`src/hw/rtl/pfc_pkg.sv`:
```
// Playfair cipher package: command and status codes, FSM and action types,
// controller/datapath interface structs, letter and grid helper functions.
// No dependencies.
`default_nettype none

package pfc_pkg;

  // input commands
  localparam logic [2:0] CMD_CLEAR   = 3'd0;
  localparam logic [2:0] CMD_KEY     = 3'd1;
  localparam logic [2:0] CMD_FINISH  = 3'd2;
  localparam logic [2:0] CMD_ENCRYPT = 3'd3;
  localparam logic [2:0] CMD_DECRYPT = 3'd4;

  // result status
  localparam logic [1:0] ST_OK         = 2'd0;
  localparam logic [1:0] ST_NOT_IN_SQ  = 2'd1;
  localparam logic [1:0] ST_NOT_READY  = 2'd2;

  // letter codes 0..25, plus a marker for anything outside the square
  localparam logic [4:0] NOT_IN_SQUARE = 5'd31;
  localparam logic [4:0] CODE_I        = 5'd8;
  localparam logic [4:0] CODE_J        = 5'd9;
  localparam logic [4:0] CODE_X        = 5'd23;
  localparam logic [4:0] CODE_Z        = 5'd25;
  localparam logic [4:0] NUM_LETTERS   = 5'd26;
  localparam logic [4:0] NUM_CELLS     = 5'd25;

  localparam logic [7:0] ASCII_A       = 8'h41;
  localparam logic [7:0] ASCII_Z       = 8'h5A;
  localparam logic [7:0] ASCII_LOW_A   = 8'h61;
  localparam logic [7:0] ASCII_LOW_Z   = 8'h7A;
  localparam logic [7:0] ASCII_CASE    = 8'h20;

  typedef enum logic [4:0] {
    S_IDLE = 5'b00001,
    S_FILL = 5'b00010,
    S_POS  = 5'b00100,
    S_SQR  = 5'b01000,
    S_EMIT = 5'b10000
  } state_t;

  typedef enum logic [2:0] {
    ACT_NONE,
    ACT_CLEAR,
    ACT_KEY,
    ACT_FILL,
    ACT_HOLD,
    ACT_PAIR,
    ACT_EMIT
  } action_t;

  typedef struct packed {
    logic accept;     // input transfer this cycle
    logic fill_step;  // place next alphabet letter
    logic look;       // read letter positions
    logic sq_rd;      // read square cells
    logic load;       // load output register
  } ctl_cmd_t;

  typedef struct packed {
    action_t action;  // what the offered item calls for
    logic    fill_done;
    logic    out_free;
  } dp_sts_t;

  function automatic logic [4:0] letter_code(input logic [7:0] c);
    logic [7:0] u;
    logic [4:0] k;
    u = (c >= ASCII_LOW_A && c <= ASCII_LOW_Z) ? c - ASCII_CASE : c;
    k = 5'(u - ASCII_A);
    if (k == CODE_J) k = CODE_I;
    if (u < ASCII_A || u > ASCII_Z) k = NOT_IN_SQUARE;
    return k;
  endfunction

  function automatic logic [2:0] pos_row(input logic [4:0] p);
    logic [2:0] r;
    if (p >= 5'd20)      r = 3'd4;
    else if (p >= 5'd15) r = 3'd3;
    else if (p >= 5'd10) r = 3'd2;
    else if (p >= 5'd5)  r = 3'd1;
    else                 r = 3'd0;
    return r;
  endfunction

  function automatic logic [2:0] pos_col(input logic [4:0] p);
    logic [4:0] base;
    base = {2'b00, pos_row(p)} * 5'd5;
    return 3'(p - base);
  endfunction

  function automatic logic [2:0] add_mod5(input logic [2:0] a, input logic [2:0] b);
    logic [3:0] s;
    s = {1'b0, a} + {1'b0, b};
    if (s >= 4'd5) s = s - 4'd5;
    return 3'(s);
  endfunction

  function automatic logic [4:0] cell_addr(input logic [2:0] r, input logic [2:0] c);
    return ({2'b00, r} * 5'd5) + {2'b00, c};
  endfunction

endpackage

`default_nettype wire

```
`src/hw/rtl/pfc_ctrl.sv`:
```
// Playfair controller: one-hot FSM sequencing accept, alphabet fill,
// position lookup, square lookup and output load. Depends on pfc_pkg.
`default_nettype none

module pfc_ctrl (
  input  wire logic             clk,
  input  wire logic             rst,
  input  wire logic             in_valid,
  output logic                  in_stall,
  input  wire pfc_pkg::dp_sts_t sts,
  output pfc_pkg::ctl_cmd_t     cmd
);

  pfc_pkg::state_t state, state_next;

  always_ff @(posedge clk) begin
    if (rst) state <= pfc_pkg::S_IDLE;
    else     state <= state_next;
  end

  assign in_stall = (state != pfc_pkg::S_IDLE);

  always_comb begin
    state_next    = state;
    cmd           = '0;
    case (state)
      pfc_pkg::S_IDLE: begin
        cmd.accept = in_valid;
        if (in_valid) begin
          case (sts.action)
            pfc_pkg::ACT_FILL: state_next = pfc_pkg::S_FILL;
            pfc_pkg::ACT_PAIR: state_next = pfc_pkg::S_POS;
            pfc_pkg::ACT_EMIT: state_next = pfc_pkg::S_EMIT;
            default:           state_next = pfc_pkg::S_IDLE;
          endcase
        end
      end
      pfc_pkg::S_FILL: begin
        cmd.fill_step = 1'b1;
        if (sts.fill_done) state_next = pfc_pkg::S_IDLE;
      end
      pfc_pkg::S_POS: begin
        cmd.look   = 1'b1;
        state_next = pfc_pkg::S_SQR;
      end
      pfc_pkg::S_SQR: begin
        cmd.sq_rd  = 1'b1;
        state_next = pfc_pkg::S_EMIT;
      end
      pfc_pkg::S_EMIT: begin
        cmd.load = sts.out_free;
        if (sts.out_free) state_next = pfc_pkg::S_IDLE;
      end
      default: state_next = pfc_pkg::S_IDLE;
    endcase
  end

endmodule

`default_nettype wire

```
`src/hw/rtl/pfc_datapath.sv`:
```
// Playfair datapath: key square and letter position memories, key and
// pairing state, cipher arithmetic and output register. Depends on pfc_pkg.
`default_nettype none

module pfc_datapath (
  input  wire logic              clk,
  input  wire logic              rst,
  input  wire logic [2:0]        cmd,
  input  wire logic [7:0]        char_in,
  input  wire logic              last,
  input  wire pfc_pkg::ctl_cmd_t ctl,
  output pfc_pkg::dp_sts_t       sts,
  output logic                   out_valid,
  input  wire logic              out_stall,
  output logic [7:0]             out_first,
  output logic [7:0]             out_second,
  output logic [1:0]             status
);

  logic [4:0] sq_mem  [25];
  logic [4:0] pos_mem [26];
  logic       letter_used [26];

  logic [4:0] fill_count;
  logic       square_ready;
  logic [4:0] pending_letter;
  logic       pending_valid;
  logic [4:0] fill_letter;

  logic [4:0] a_code, b_code;
  logic       enc;
  logic [1:0] err;
  logic [4:0] pos_a, pos_b;
  logic [4:0] sq_a, sq_b;

  // grid rule on registered positions
  logic [2:0] ra, ca, rb, cb, shift;
  logic [4:0] addr_a, addr_b;

  // decode of the offered item
  logic       is_msg, is_enc;
  logic [4:0] code;
  logic [4:0] pa_sel, pb_sel, pb_fix;
  logic       clr_pending;
  logic [1:0] err_sel;
  pfc_pkg::action_t act;

  always_comb begin
    is_enc      = (cmd == pfc_pkg::CMD_ENCRYPT);
    is_msg      = is_enc || (cmd == pfc_pkg::CMD_DECRYPT);
    code        = pfc_pkg::letter_code(char_in);
    pa_sel      = code;
    pb_sel      = pfc_pkg::CODE_X;
    clr_pending = 1'b0;
    err_sel     = pfc_pkg::ST_OK;
    act         = pfc_pkg::ACT_NONE;
    case (cmd)
      pfc_pkg::CMD_CLEAR:  act = pfc_pkg::ACT_CLEAR;
      pfc_pkg::CMD_KEY:    act = square_ready ? pfc_pkg::ACT_NONE : pfc_pkg::ACT_KEY;
      pfc_pkg::CMD_FINISH: act = square_ready ? pfc_pkg::ACT_NONE : pfc_pkg::ACT_FILL;
      default:             act = pfc_pkg::ACT_NONE;
    endcase
    if (is_msg) begin
      if (!square_ready) begin
        act     = pfc_pkg::ACT_EMIT;
        err_sel = pfc_pkg::ST_NOT_READY;
      end else if (is_enc && code == pfc_pkg::NOT_IN_SQUARE) begin
        // non-letter in plaintext: only flushes a pending letter on last
        if (last && pending_valid) begin
          act         = pfc_pkg::ACT_PAIR;
          pa_sel      = pending_letter;
          clr_pending = 1'b1;
        end
      end else if (pending_valid) begin
        act         = pfc_pkg::ACT_PAIR;
        pa_sel      = pending_letter;
        pb_sel      = code;
        clr_pending = 1'b1;
      end else if (last) begin
        act = pfc_pkg::ACT_PAIR;
      end else begin
        act = pfc_pkg::ACT_HOLD;
      end
      if (act == pfc_pkg::ACT_PAIR &&
          (pa_sel >= pfc_pkg::NUM_LETTERS || pb_sel >= pfc_pkg::NUM_LETTERS)) begin
        act     = pfc_pkg::ACT_EMIT;
        err_sel = pfc_pkg::ST_NOT_IN_SQ;
      end
    end
    pb_fix = (is_enc && pa_sel == pb_sel) ? pfc_pkg::CODE_X : pb_sel;
  end

  assign sts.action    = act;
  assign sts.fill_done = (fill_letter == pfc_pkg::CODE_Z);
  assign sts.out_free  = !out_valid || !out_stall;

  // shared placement port for key letters and alphabet fill
  logic [4:0] wr_code;
  logic       used_hit, wr_en;

  always_comb begin
    wr_code  = ctl.fill_step ? fill_letter : code;
    used_hit = (wr_code < pfc_pkg::NUM_LETTERS) ? letter_used[wr_code] : 1'b1;
    wr_en    = ((ctl.accept && act == pfc_pkg::ACT_KEY) ||
                (ctl.fill_step && fill_letter != pfc_pkg::CODE_J)) &&
               !used_hit && (fill_count < pfc_pkg::NUM_CELLS);
  end

  always_ff @(posedge clk) begin
    if (wr_en) begin
      sq_mem[fill_count]  <= wr_code;
      pos_mem[wr_code]    <= fill_count;
    end
    if (ctl.look) begin
      pos_a <= pos_mem[a_code];
      pos_b <= pos_mem[b_code];
    end
    if (ctl.sq_rd) begin
      sq_a <= sq_mem[addr_a];
      sq_b <= sq_mem[addr_b];
    end
  end

  // key state
  always_ff @(posedge clk) begin
    if (rst || (ctl.accept && act == pfc_pkg::ACT_CLEAR)) begin
      for (int i = 0; i < 26; i++) letter_used[i] <= 1'b0;
      fill_count     <= '0;
      square_ready   <= 1'b0;
      pending_letter <= '0;
      pending_valid  <= 1'b0;
    end else begin
      if (wr_en) begin
        letter_used[wr_code] <= 1'b1;
        fill_count           <= fill_count + 5'd1;
      end
      if (ctl.fill_step && sts.fill_done) square_ready <= 1'b1;
      if (ctl.accept && act == pfc_pkg::ACT_HOLD) begin
        pending_letter <= code;
        pending_valid  <= 1'b1;
      end else if (ctl.accept && clr_pending) begin
        pending_letter <= '0;
        pending_valid  <= 1'b0;
      end
    end
  end

  always_ff @(posedge clk) begin
    if (ctl.accept) fill_letter <= '0;
    else if (ctl.fill_step) fill_letter <= fill_letter + 5'd1;
  end

  // pair registers
  always_ff @(posedge clk) begin
    if (ctl.accept) begin
      a_code <= pa_sel;
      b_code <= pb_fix;
      enc    <= is_enc;
      err    <= err_sel;
    end
  end

  always_comb begin
    ra    = pfc_pkg::pos_row(pos_a);
    ca    = pfc_pkg::pos_col(pos_a);
    rb    = pfc_pkg::pos_row(pos_b);
    cb    = pfc_pkg::pos_col(pos_b);
    shift = enc ? 3'd1 : 3'd4;
    if (ra == rb) begin
      addr_a = pfc_pkg::cell_addr(ra, pfc_pkg::add_mod5(ca, shift));
      addr_b = pfc_pkg::cell_addr(rb, pfc_pkg::add_mod5(cb, shift));
    end else if (ca == cb) begin
      addr_a = pfc_pkg::cell_addr(pfc_pkg::add_mod5(ra, shift), ca);
      addr_b = pfc_pkg::cell_addr(pfc_pkg::add_mod5(rb, shift), cb);
    end else begin
      addr_a = pfc_pkg::cell_addr(ra, cb);
      addr_b = pfc_pkg::cell_addr(rb, ca);
    end
  end

  // output register
  always_ff @(posedge clk) begin
    if (rst) out_valid <= 1'b0;
    else if (ctl.load) out_valid <= 1'b1;
    else if (!out_stall) out_valid <= 1'b0;
  end

  always_ff @(posedge clk) begin
    if (ctl.load) begin
      status     <= err;
      out_first  <= (err == pfc_pkg::ST_OK) ? pfc_pkg::ASCII_A + {3'b000, sq_a} : 8'd0;
      out_second <= (err == pfc_pkg::ST_OK) ? pfc_pkg::ASCII_A + {3'b000, sq_b} : 8'd0;
    end
  end

endmodule

`default_nettype wire

```
`src/hw/rtl/playfair_cipher.sv`:
```
// Playfair cipher top level: joins the controller FSM and the datapath.
// Depends on pfc_pkg, pfc_ctrl and pfc_datapath.
//
// Playfair engine with a 5x5 key square, I and J sharing a cell. Send
// cmd 0 to clear the key, cmd 1 with key characters (non-letters dropped,
// lowercase folded, repeats ignored), then cmd 2 to finish the square;
// finish fills the remaining cells with unused letters A..Z in order, one
// alphabet letter per cycle through the single write port of the square
// memory. Message characters then go in with cmd 3 (encrypt) or cmd 4
// (decrypt), one per transfer; every second character, or a character
// flagged with last, produces one output transfer with the enciphered pair
// in out_first/out_second. A pair goes from input transfer to output
// register through accept, letter position memory read, square memory
// read and output load, which waits while the output register holds a
// stalled result; a character that only waits for its partner takes the
// accept alone. The next input is taken as soon as the output register is
// loaded, even if that result is still stalled. status 1 flags a pair with
// a character outside the square, status 2 a message sent before the square
// was finished; both give zero letters. Key commands produce no output.
`default_nettype none

module playfair_cipher (
  input  wire logic       clk,
  input  wire logic       rst,
  input  wire logic       in_valid,
  output logic            in_stall,
  input  wire logic [2:0] cmd,
  input  wire logic [7:0] char_in,
  input  wire logic       last,
  output logic            out_valid,
  input  wire logic       out_stall,
  output logic [7:0]      out_first,
  output logic [7:0]      out_second,
  output logic [1:0]      status
);

  pfc_pkg::ctl_cmd_t ctl_cmd;
  pfc_pkg::dp_sts_t  dp_sts;

  // sequencing: one item in flight, phases driven by the FSM
  pfc_ctrl u_ctrl (
    .clk      (clk),
    .rst      (rst),
    .in_valid (in_valid),
    .in_stall (in_stall),
    .sts      (dp_sts),
    .cmd      (ctl_cmd)
  );

  // storage, key state, grid rule and output register
  pfc_datapath u_dp (
    .clk        (clk),
    .rst        (rst),
    .cmd        (cmd),
    .char_in    (char_in),
    .last       (last),
    .ctl        (ctl_cmd),
    .sts        (dp_sts),
    .out_valid  (out_valid),
    .out_stall  (out_stall),
    .out_first  (out_first),
    .out_second (out_second),
    .status     (status)
  );

`ifndef SYNTHESIS
  // the FSM runs one phase at a time
  a_one_phase: assert property (@(posedge clk) disable iff (rst)
    $onehot0({ctl_cmd.accept, ctl_cmd.fill_step, ctl_cmd.look, ctl_cmd.sq_rd, ctl_cmd.load}))
    else $error("more than one controller phase active");

  // position read is always followed by the square read
  a_look_cell: assert property (@(posedge clk) disable iff (rst)
    ctl_cmd.look |=> ctl_cmd.sq_rd)
    else $error("square read did not follow position read");

  // no input transfer while a pair is in the lookup pipe
  a_cell_stall: assert property (@(posedge clk) disable iff (rst)
    ctl_cmd.sq_rd |=> in_stall)
    else $error("input taken during pair lookup");

  // a load always presents a result
  a_load_valid: assert property (@(posedge clk) disable iff (rst)
    ctl_cmd.load |=> out_valid)
    else $error("output load lost");
`endif

endmodule

`default_nettype wire

```
`config.mk`:
```
export PLATFORM = sky130hd
export DESIGN_NAME = playfair_cipher
export DESIGN_NICKNAME = d
export VERILOG_FILES = /design/src/hw/rtl/pfc_pkg.sv /design/src/hw/rtl/pfc_ctrl.sv /design/src/hw/rtl/pfc_datapath.sv /design/src/hw/rtl/playfair_cipher.sv
export SDC_FILE = /design/constraint.sdc
export NUM_CORES = 1
export LEC_CHECK = 0
export ABC_AREA = 1
export BUFFER_PORTS_ARGS = -buffer_cell sky130_fd_sc_hd__buf_2
export CORE_ASPECT_RATIO = 1.1
export CORE_MARGIN = 8
export CORE_UTILIZATION = 35
export CTS_CLUSTER_DIAMETER = 40
export CTS_CLUSTER_SIZE = 25
export DETAILED_ROUTE_END_ITERATION = 8
export PLACE_DENSITY_LB_ADDON = 0.08
export SLEW_MARGIN = 15
export SYNTH_ARGS = -nofsm -noshare
export SYNTH_HDL_FRONTEND = slang
export SYNTH_HIERARCHICAL = 1
export SYNTH_SLANG_ARGS = --single-unit
```
`constraint.sdc`:
```
create_clock -name clk -period 6.1 [get_ports clk]
set_input_delay 0.305 -clock clk [delete_from_list [all_inputs] [get_ports clk]]
set_output_delay 0.305 -clock clk [all_outputs]
set_load 0.01 [all_outputs]
```
==> flow_summary.ini, run 1 <==
[sta]
finalClockSkew_ps = 45.74
fin_crit_sh_pct = 93.43
slew_headroom_pct = 39.00
finalSetupTns_ps = 0
setup_viol = 0
report.final.slew_viol_count = 0
hold_viol = 0
worst_pin_slew_ps = 915.1
setup_ws_ps = 401.0
final.min_clock_period_ps = 5699
timing.hold.ws_ps = 53.82
clock.fmax_mhz = 175.5

[clock_tree]
cts_tree = yes
cts_sinks = 352
clk_latency_ps = 610
clkTransAtPathRegs_ps = 50
clock_path_buffers = 3
cts_made_buffers = 70
cts_max_level = 3
cts_root_buf = clkbuf_16

[critical_path]
critPathRequiredTime_ps = 6440
cp_common_cell = nand2_1
arrival_ps = 6040
cp-start-kind = register
crit_path_top_delay_cell = fa_1
cp_max_fo = 15
cp_slowest_stage_delay_ps = 480
end_kind = register
critical_path_class = reg2reg

[logic_synthesis]
synth_top_area_share_pct = 46.58
synthDistinctLibCells = 50
synth_edf_count = 303
synth_most_common_cell = nand2_1
syn_area_um2 = 19530
synth_top_family_by_area = simple AND/OR/NAND/NOR gates
yosys.area_share.adder_pct = 4.855
ys.flop_type = edfxtp_1
avgSynthCellArea_um2 = 9.057
synth-xor-area-share_pct = 1.608
synthArstFlopShare_pct = 0
synth_warnings = 6
ys_ff_latch = 352
yosys.area_share.simple_pct = 19.10
netlist_instances = 2157
yosysTopAreaCell = edfxtp_1
synth_compound_area_share_pct = 15.62
yosysSeqAreaShare_pct = 51.60
synth_area_leaders = edfxtp_1, nand2_1, o211ai_1
synthMuxAreaShare_pct = 0
synth_common_cells = nand2_1, edfxtp_1, inv_1

[global_route]
grt_pass1_vias = 15590
grt_max_degree = 86
grt_overflow = 0
grt.total_usage_pct = 18.79
antenna_found_initial = 0
grt_pass1_wl_um = 92800

[run]
drv_cap = 0

[floorplan]
die-height_um = 263.8
dieWidth_um = 241.3
io_pins = 36
dieArea_um2 = 63640
fp.coreArea_um2 = 55680
rows = 91
start_util_pct = 35.09

[finish]
final_cell_count_no_fill = 2999
syn2layout_area_growth_pct = 17.72
n_antenna_cell = 0
final_nets = 2285
drive_gt1_share_pct = 11.53

[power_and_ir_drop]
powerDensity_nw_per_um2 = 312.6
leakagePower_uw = 0.008860
vdd_ir_drop_max_mv = 0.2114

[outcome]
status = finished clean

[routing]
via_count = 15980
wire_per_inst_um = 20.38
vias_per_cell = 5.330
wirelength_um = 61110
drtPass1Iterations = 5
drc = 0
antenna_left = 0
drtIter0Drc = 1219

[placement]
routabilityCongestion = 0.8463
io_buffer_count = 33
dp.final_hpwl_um = 41120
place_ws_ps = 71.81
dp.cells = 2866

[min_path]
hp-class = in2reg
## final timing paths
kind,slack [ps],cells past startpoint,startpoint,end
worst min-delay path,50,3,out_stall,u_dp/out_valid
worst max register to register,400,29,u_dp/pos_b[2],u_dp/sq_b[3]
worst min register to register,450,2,u_dp/letter_used[15],u_dp/letter_used[15]
worst max-delay path,400,29,u_dp/pos_b[2],u_dp/sq_b[3]
## metrics by stage
| step | util, % | area, um^2 | total power, uW |
|---|---|---|---|
| 2_1_floorplan | - | 19540 | 3097 |
| 3_3_place_gp | 36.78 | 20480 | 3280 |
| 3_5_place_dp | 36.78 | 20480 | 3288 |
| 4_1_cts | 41.19 | 22940 | 7265 |
| 5_1_grt | 41.30 | 23000 | 7450 |
| 6_report | 41.30 | 23000 | 7188 |
## metal layers
metal  track usage, %  wire length, um  up-vias
li1                 -                -     7696
met1            23.46            26240     7691
met2            31.77            29830      470
met3            2.856             2734      127
met4            8.250             2308        0
met5                0                0        -
## layout by cell type (no fill, tap or decap), types with 12 or more instances in the layout
master     count
nor2_1       200
o211ai_1     145
inv_1        217
o21ai_0      161
xor2_1        16
xnor2_1       17
a31oi_1       14
dfxtp_1       49
nand4_1       16
nand3_1      181
inv_2         19
nand2_2       12
ha_1          63
buf_4         35
o221ai_1      38
clkinv_1      16
a21oi_1       66
nand2_1      408
a22oi_1       12
clkbuf_16     73
edfxtp_1     303
buf_2         33
## worst max-delay path, delay by kind of cell (launching register included)
kind	cells	cell delay (ps)
adders and majority gates	5	1480
and+or+nand+nor	10	1180
AOI/OAI and AO/OA	4	910
xor gates and xnor gates	4	790
buffers and inverters	6	640
DFF	1	450
## state kept, by name (all words and copies together) (netlist names), 6 cells and up
register	count
u_dp/letter_used	26
u_dp/pos_mem	130
u_dp/sq_mem	125
u_dp/out_first	7
u_dp/out_second	6
## cell families (layout without fill, tap and decap cells)
family	Yosys count	after routing
compound gates	478	478
buf+inv	354	451
flops	352	352
fa+ha+maj	71	71
xor+xnor	35	35
other cells	1	2
simple gates	866	866
## power breakdown
part	switching, uW	total [uW]	internal, uW
registers	12.4	2640	2620
logic	417	610	193
clock network	1370	3940	2570
total	1800	7190	5390
## repair_timing
action / 4_1_cts / 5_1_grt
buffers inserted: 0 / 2
setup endpoints to repair: 0 / 5
endpoints found under the hold margin: 3 / 0
hold buffers: 1 / 0
resized for setup: 0 / 9
## area by class of cell
| class | instances | area [um^2] |
|---|---|---|
| well taps | 744 | 930.9 |
| clock inverters | 47 | 578.1 |
| flip-flops and latches | 352 | 10080 |
| fillers | 5475 | 32680 |
| repair buffers | 73 | 509.2 |
| clock buffers | 82 | 1871 |
| repair inverters | 1 | 7.507 |
| multi-input cells | 1452 | 8083 |
| inverters | 248 | 937.1 |
No activity file was read; power rests on OpenSTA's default activity.
==> inputs of run 2 (changes only) <==
==> constraint.sdc (replaced) <==
create_clock -name clk -period 5.8 [get_ports clk]
set_input_delay 0.29 -clock clk [delete_from_list [all_inputs] [get_ports clk]]
set_output_delay 0.29 -clock clk [all_outputs]
set_load 0.01 [all_outputs]
==> run 2 against run 1 <==
  * First-iteration DRC count fell by 1.2%
  * Worst hold slack better by 50 ps
  * Total power is 3.4% higher
  * Sequential share of layout area grew 0.055 points
  * Flip-flop and latch count unchanged
  * Count of clock-buffer cells in the layout shrank 3
  * Clock skew fell by 18 ps
  * Non-clock buffer count is 9 higher
  * Critical path depth stayed put
  * Global-route usage shrank 0.18 points
==> flow_summary.ini, run 2 (synthesized netlist as in run 1, its figures left out) <==
[outcome]
status = finished clean

[finish]
syn2layout_area_growth_pct = 17.57
reg_top3 = u_dp/pos_mem (130), u_dp/sq_mem (125), u_dp/letter_used (26)
fin_util_pct = 41.25
final_nets = 2292
final_common_cell = nand2_1
largest_reg_flops = 130
layout_common_cells = nand2_1, edfxtp_1, inv_1
drive_gt1_share_pct = 12.02
n_antenna_cell = 0
largest_register = u_dp/pos_mem
final_area_um2 = 22970

[placement]
io_buffer_count = 33
routabilityCongestion = 0.8778
dp.final_hpwl_um = 40610
postPlaceCellArea_um2 = 20520

[global_route]
grt.total_usage_pct = 18.61
grt_pass1_wl_um = 91850
grt_overflow = 0
grt_max_degree = 86
antenna_found_initial = 0
grt_pass1_vias = 15570

[critical_path]
end_kind = register
arrival_ps = 5690
cp_top_family = adder cells
cp_max_fo = 20
cp_common_cell = nand2_1
crit-reg2reg-launch = u_dp/pos_b[2]
crit_path_top_delay_cell = fa_1
critPathRequiredTime_ps = 6130
critical_path_class = reg2reg
reg2reg_slack_ps = 440
crit_buf_inv = 6
r2r_end = u_dp/sq_b[2]
cp-start-kind = register
reg2reg_depth = 29
cp_slowest_stage_delay_ps = 470

[clock_tree]
clk_latency_ps = 600
cts_sinks = 352
cts_root_buf = clkbuf_16
cts_made_buffers = 69
cts_max_level = 3
clock_path_buffers = 3
cts_tree = yes
clkTransAtPathRegs_ps = 50

[floorplan]
rows = 91
die-height_um = 263.8
dieArea_um2 = 63640
start_util_pct = 35.09
fp.coreArea_um2 = 55680
dieWidth_um = 241.3
io_pins = 36

[min_path]
hp-start = in_valid
hold-path-endpoint = u_ctrl/state[2]
whs_path_depth = 3
hp-class = in2reg

[sta]
finalClockSkew_ps = 28.15
fin_crit_sh_pct = 92.34
finalSetupTns_ps = 0
worst_pin_slew_ps = 902.8
final.min_clock_period_ps = 5356
setup_viol = 0
slew_headroom_pct = 39.18
clock.fmax_mhz = 186.7
report.final.slew_viol_count = 0
hold_viol = 0

[routing]
via_count = 15840
wire_per_inst_um = 19.87
drc = 0
drtIter0Drc = 1204
wirelength_um = 59730
vias_per_cell = 5.270
drtPass1Iterations = 6
antenna_left = 0

[power_and_ir_drop]
leakagePower_uw = 0.008879
vdd_ir_drop_max_mv = 0.2223
powerDensity_nw_per_um2 = 323.6

[run]
drv_cap = 0
[run 2: changes by cell type in the layout (fill, tap and decap cells not counted), moves of 2 or more]
cell and change:
buf_4 +8, clkinv_2 +5, inv_8 +4, clkbuf_16 -3, clkinv_1 -3, clkinvlp_4 -3, bufinv_16 -2
[run 2: area by class of cell]
type	instances	area (um^2)
well taps	744	930.9
clock inverters	49	565.5
flip-flops and latches	352	10080
multi-input cells	1452	8085
fillers	5476	32710
inverters	248	939.7
repair buffers	82	570.5
clock buffers	79	1795
[run 2: worst max-delay path by stage]
stage	slack (ps)	from	cells past startpoint	endpoint
floorplan	650	u_dp/pos_a[1]	30	u_dp/sq_a[0]
global placement	290	u_dp/pos_b[2]	28	u_dp/sq_b[2]
detailed placement	170	u_dp/pos_b[1]	28	u_dp/sq_b[2]
CTS	150	u_dp/pos_b[1]	28	u_dp/sq_b[2]
global route	-40	u_dp/pos_b[1]	29	u_dp/sq_b[1]
finish	440	u_dp/pos_b[2]	29	u_dp/sq_b[2]
[run 2: repair_timing]
action                     in CTS  in global routing
gates resized for setup         0                 14
hold endpoints to repair        4                  0
hold buffers                    2                  0
buffers inserted                0                  4
setup endpoints to repair       0                 10
[run 2: power by group]
part	internal, uW	leakage (uW)	switching (uW)	total [uW]
sequential	2760	0.00315	12.4	2770
clock	2560	0.00115	1460	4020
combinational	206	0.00458	437	643
[run 2: worst reg2reg max path, delay by kind of cell, from the launching register on]
family          cells  cell delay, ps
xor+xnor            4             730
flops               1             450
buf+inv             6             730
fa+ha+maj           5            1470
compound gates      4             850
simple gates       10             910
[run 2: routing by layer]
metal / wire length (um) / GRT usage (%)
met5: 0 / 0
met4: 1779 / 7.076
met3: 2478 / 2.533
met2: 30330 / 32.30
met1: 25140 / 23.17
[run 2: stage by stage]
| stage | setup WS (ps) | instances | power [uW] | hold WS [ps] |
|---|---|---|---|---|
| floorplan | 648.5 | 2158 | 3257 | 352.4 |
| global placement | 289.7 | 2872 | 3453 | 436.9 |
| detailed placement | 165.8 | 2872 | 3460 | 441.0 |
| CTS | 152.4 | 3002 | 7526 | 56.03 |
| global route | -38.61 | 3006 | 7715 | 90.35 |
| finish | 444.2 | 3006 | 7431 | 104.1 |
